[src/rtl/core/crs_pkg.sv]
package crs_pkg;

	localparam int MAX_KEYS_DEF = 64;
	localparam int MAX_DIM_DEF  = 4;

	// Wide enough for any slot or key count up to the largest table.
	localparam int IDX_W = 11;

	localparam int KEY_TIME_W = 16;
	localparam int COMP_W     = 32;
	localparam int QUERY_W    = 17;
	localparam int KCNT_W     = 7;
	localparam int VDIM_W     = 3;
	localparam int CFG_IDX_W  = 2;
	localparam int CFG_DATA_W = 7;
	localparam int S_DATA_W   = 168;
	localparam int M_DATA_W   = 128;

	localparam int DIVIDEND_W = 31;
	localparam int DIVISOR_W  = 16;
	localparam int DIV_CNT_W  = 5;

	localparam logic [KEY_TIME_W-1:0] T_ONE = 16'd32768;

	localparam logic [CFG_IDX_W-1:0] REG_KEY_COUNT = 2'd0;
	localparam logic [CFG_IDX_W-1:0] REG_VECTOR_DIM = 2'd1;

	localparam logic OP_LOAD = 1'b0;
	localparam logic OP_EVAL = 1'b1;

	// Cubic basis rows, one row per neighbouring key.
	localparam logic signed [3:0] BASIS [16] = '{
		-4'sd1,  4'sd2, -4'sd1,  4'sd0,
		 4'sd3, -4'sd5,  4'sd0,  4'sd2,
		-4'sd3,  4'sd4,  4'sd1,  4'sd0,
		 4'sd1, -4'sd1,  4'sd0,  4'sd0
	};

	typedef enum logic [3:0] {
		ST_IDLE,
		ST_SRCH_A,
		ST_SRCH_C,
		ST_RD_PREV,
		ST_RD_CUR,
		ST_FRAC,
		ST_DIV,
		ST_H2,
		ST_H3,
		ST_HSAVE,
		ST_WGT,
		ST_MUL,
		ST_ACC,
		ST_OUT
	} state_t;

endpackage

[src/rtl/core/crs_div.sv]
module crs_div
	import crs_pkg::*;
(
	input  logic                  clk,
	input  logic                  arst_n,
	input  logic                  start,
	input  logic [DIVIDEND_W-1:0] dividend,
	input  logic [DIVISOR_W-1:0]  divisor,
	output logic                  done,
	output logic [DIVIDEND_W-1:0] quotient
);

	logic [DIVISOR_W:0]   rem_q;
	logic [DIVIDEND_W-1:0] quo_q;
	logic [DIVISOR_W-1:0] den_q;
	logic [DIV_CNT_W-1:0] cnt_q;
	logic                 busy_q;
	logic                 done_q;
	logic [DIVISOR_W:0]   trial;
	logic                 fits;

	// Restoring division: one quotient bit per cycle, dividend shifts out as quotient shifts in.
	assign trial = {rem_q[DIVISOR_W-1:0], quo_q[DIVIDEND_W-1]};
	assign fits  = trial >= {1'b0, den_q};

	always_ff @(posedge clk or negedge arst_n) begin
		if (!arst_n) begin
			busy_q <= 1'b0;
			done_q <= 1'b0;
			cnt_q  <= '0;
		end else begin
			done_q <= 1'b0;
			if (start) begin
				busy_q <= 1'b1;
				cnt_q  <= DIV_CNT_W'(DIVIDEND_W - 1);
			end else if (busy_q) begin
				if (cnt_q == '0) begin
					busy_q <= 1'b0;
					done_q <= 1'b1;
				end else begin
					cnt_q <= cnt_q - 1'b1;
				end
			end
		end
	end

	always_ff @(posedge clk) begin
		if (start) begin
			rem_q <= '0;
			quo_q <= dividend;
			den_q <= divisor;
		end else if (busy_q) begin
			rem_q <= fits ? (trial - {1'b0, den_q}) : trial;
			quo_q <= {quo_q[DIVIDEND_W-2:0], fits};
		end
	end

	assign done     = done_q;
	assign quotient = quo_q;

endmodule

[config.mk]
export PLATFORM = sky130hd
export DESIGN_NAME = crs_div
export DESIGN_NICKNAME = d
export VERILOG_FILES = /design/src/rtl/core/crs_pkg.sv /design/src/rtl/core/crs_div.sv
export SDC_FILE = /design/constraint.sdc
export NUM_CORES = 1
export LEC_CHECK = 0
export BUFFER_PORTS_ARGS = -buffer_cell sky130_fd_sc_hd__buf_2
export CAP_MARGIN = 10
export CORE_UTILIZATION = 25
export CTS_CLUSTER_SIZE = 25
export DETAILED_ROUTE_END_ITERATION = 10
export MAX_ROUTING_LAYER = met4
export PLACE_DENSITY = 0.4
export RECOVER_POWER = 100
export SETUP_SLACK_MARGIN = 0.02
export SKIP_CTS_REPAIR_TIMING = 1
export SLEW_MARGIN = 15
export SYNTH_ARGS = -nofsm -noshare
export SYNTH_HDL_FRONTEND = slang
export SYNTH_SLANG_ARGS = --single-unit
export TNS_END_PERCENT = 100
[constraint.sdc]
create_clock -name clk -period 2.9 [get_ports clk]
set_clock_uncertainty 0.1 [all_clocks]
set_input_delay 0.29 -clock clk [delete_from_list [all_inputs] [get_ports clk]]
set_output_delay 0.29 -clock clk [all_outputs]
set_load 0.02 [all_outputs]
==> impl_results.md <==
* VDD IR max at 0.2437 mV
* Number of core rows at 43
* Maxcap violations at 0
* Vias in the first global route at 2687
* CTS max path bufs at 2
* Setup TNS at 0 ns
* CP max FO at 11
* Slew margin rel. at 14.96%
* Comb pwr share at 12.4%
* Status: complete, no violations
* Design area at 4517 µm²
* # H-tree levels at 3
* Critical Path Source Type: flip-flop
* Clk network pwr share at 41.9%
* PwrDens at 572.3 nW/µm²
* Maximum clock rate at 389.6 MHz
* Sink Count at 70
* CTS clk-pin slew, worst paths at 0.06 ns
* CP bufs+invs at 2
* Sequential element share of the synthesized area at 52.55%
* First-pass GRT wire length at 13000 µm
* Vias per Instance at 4.395
* Syn_area_per_cell at 11.41 µm²
* P_int at 1.941 mW
* GPL Wtd Cong at 0.7501
* NetSw at 0.6437 mW
* Cells after Synth at 318
* Drt wl/cell at 13.32 µm
* Seq pwr share at 45.7%
* Crit path top cell by count: a21oi_1
* Hold Path Class: input pin to flip-flop
* Post-Syn Area at 3628 µm²
* GRT Overall Usage at 11.84%
* Post-DP HPWL at 5727 µm
* R2r worst-path depth at 11
* Root buf cell: clkbuf_16
* Post-DRT Antenna Nets at 0
* RSZ-0062 raised after global routing: no
* WP data required at 2.96 ns
* Most frequent cells in the layout: edfxtp_1, buf_2, clkbuf_1
* Syn_nets at 387
* Worst slew pin tran at 1.276 ns
* Crit share post-route at 88.50%
* R2R Path Start: den_q[2]
* Critical path capture point: rem_q[5]
* Starting Density at 25.84%
* Number of synthesized flops with an enable pin at 47
* Die area at 15000 µm²
* Dpl ws at 0.3884 ns
* Initial antenna violation count at 0
* Final core occ at 32.17%
* Io pins at 82
* Fin. max-slew vios at 0
* Die Y at 122.5 µm
* Ys async rst share at 10.00%
* Distinct cells, synth at 47
* Crit-path max cell delay at 0.38 ns
* Number of nets in the layout at 472
* CP Class: flip-flop to flip-flop
* Share of cells above drive strength 1 at 25.06%
* Cell Chain, Critical Path: inv_1, ha_1, o211ai_2, a21oi_1, o21ai_2, a31oi_1, o31ai_4, buf_4, nor2_1, a21oi_1, a211oi_1
* Static Leakage at 1.880 nW
* Crit path depth at 11
* DR pass1 iterations at 4
* R2R Setup Slk at 0.33 ns
* Setup-failing EPs final at 0
* Post-route setup slack at 0.3335 ns
* Layout area overhead at 24.48%
* Yosys warns at 0
* Die X-Extent at 122.5 µm
* Yosys reg bits at 70
* Buffers added on ports at 81
* Post-route DRC at 0
* Largest net degree at the start of global routing at 22
* WP data arrival at 2.63 ns
* Initial DRC Count at 144
* Final hold violations at 0
* Clk_lat worst skew at 0.34 ns
* Total number of vias at 2580
* CTS buffer count at 9
* Critical path's slowest cell: o31ai_4
* Total grt overflow at 0
* Total power at 2.585 mW
* Min cycle time layout at 2.567 ns
* Crit path capture type: flip-flop
* Reg2Reg Capture Point: rem_q[5]
* Cell family with most CP delay: compound AO/OA/AOI/OAI gates
* Routed wire length at 7817 µm
* Antenna cells at 0
* Area post-placement at 4268 µm²
* Core Box Area at 14040 µm²
* CTS tree: yes
* Main synth FF type: edfxtp_1
* Crit path launch: den_q[2]
* Switching Fraction at 24.90%
metal layers:
metal / track usage, % / vias up / wire length, µm
met5: - / - / 0
li1: - / 1312 / -
met1: 14.40 / 1197 / 3774
met3: 3.764 / 12 / 408
met2: 17.24 / 59 / 3458
met4: 6.631 / 0 / 175
synth_stat cells, types with 2 or more instances:
| library cell | instances | area share (%) |
|---|---|---|
| nand3_1 | 3 | 0.41 |
| o21ai_0 | 8 | 1.1 |
| a21o_1 | 2 | 0.41 |
| dfrtp_1 | 7 | 4.8 |
| mux2i_1 | 6 | 1.7 |
| a211oi_1 | 13 | 2.7 |
| nand2b_1 | 10 | 1.7 |
| ha_1 | 18 | 6.2 |
| inv_1 | 21 | 2.2 |
| xor2_1 | 8 | 1.9 |
| clkbuf_1 | 11 | 1.1 |
| nor2b_1 | 2 | 0.34 |
| a211o_1 | 2 | 0.48 |
| nand2_1 | 15 | 1.6 |
| dfxtp_1 | 16 | 8.8 |
| a31oi_1 | 3 | 0.52 |
| a21oi_1 | 24 | 3.3 |
| nor3_1 | 2 | 0.28 |
| xnor2_1 | 9 | 2.2 |
| mux2_2 | 30 | 9.3 |
| nand4_1 | 3 | 0.52 |
| nor2_1 | 34 | 3.5 |
| edfxtp_1 | 47 | 39 |
worst min path at each step:
stage,start,endpoint,slack (ns),cells after the start
2_1_floorplan,arst_n,busy_q,-0.11,0
3_3_place_gp,arst_n,cnt_q[0],0.04,1
3_5_place_dp,arst_n,cnt_q[3],0.04,1
4_1_cts,arst_n,cnt_q[3],-0.33,1
5_1_grt,divisor[14],den_q[14],0.009,1
6_report,divisor[0],den_q[0],0.02,1
power by group through the flow:
stage	combinational [mW]	sequential (mW)	clock, mW
after floorplan	0.165	1.25	0
after global placement	0.340	1.20	0
after detailed placement	0.340	1.20	0
after CTS	0.341	1.18	1.13
after global routing	0.359	1.19	1.16
final	0.322	1.18	1.08
kinds of logic after synthesis:
group                    count (synthesis)  synth area share [%]
buffers and inverters                   36                 4.069
adder cells (fa/ha/maj)                 19                 6.759
AO/OA/AOI/OAI                           65                 12.03
XOR/XNOR                                17                 4.104
multiplexers                            36                 10.97
flip-flops                              70                 52.55
AND/OR/NAND/NOR                         75                 9.517
registers in the layout, summed over array words and instances (netlist names):
signal and count:
busy_q 1, cnt_q 5, quotient 31, done 1, den_q 16, rem_q 16
final cells by class:
type / instances / area (µm²)
fill: 1458 / 9525
sequential: 70 / 1907
multi-input combinational: 212 / 1574
timing repair buffer: 89 / 442.9
clock buffer: 9 / 225.2
tap: 180 / 225.2
inverter: 21 / 78.83
clock inverter: 6 / 63.81
per-stage QoR:
stage | cells | hold slack, ns
after floorplan | 318 | -0.1056
after global placement | 571 | 0.03875
after detailed placement | 571 | 0.03601
after CTS | 586 | -0.3342
after global routing | 587 | 0.008714
final | 587 | 0.02498
Power figures use the tool's default switching activity.
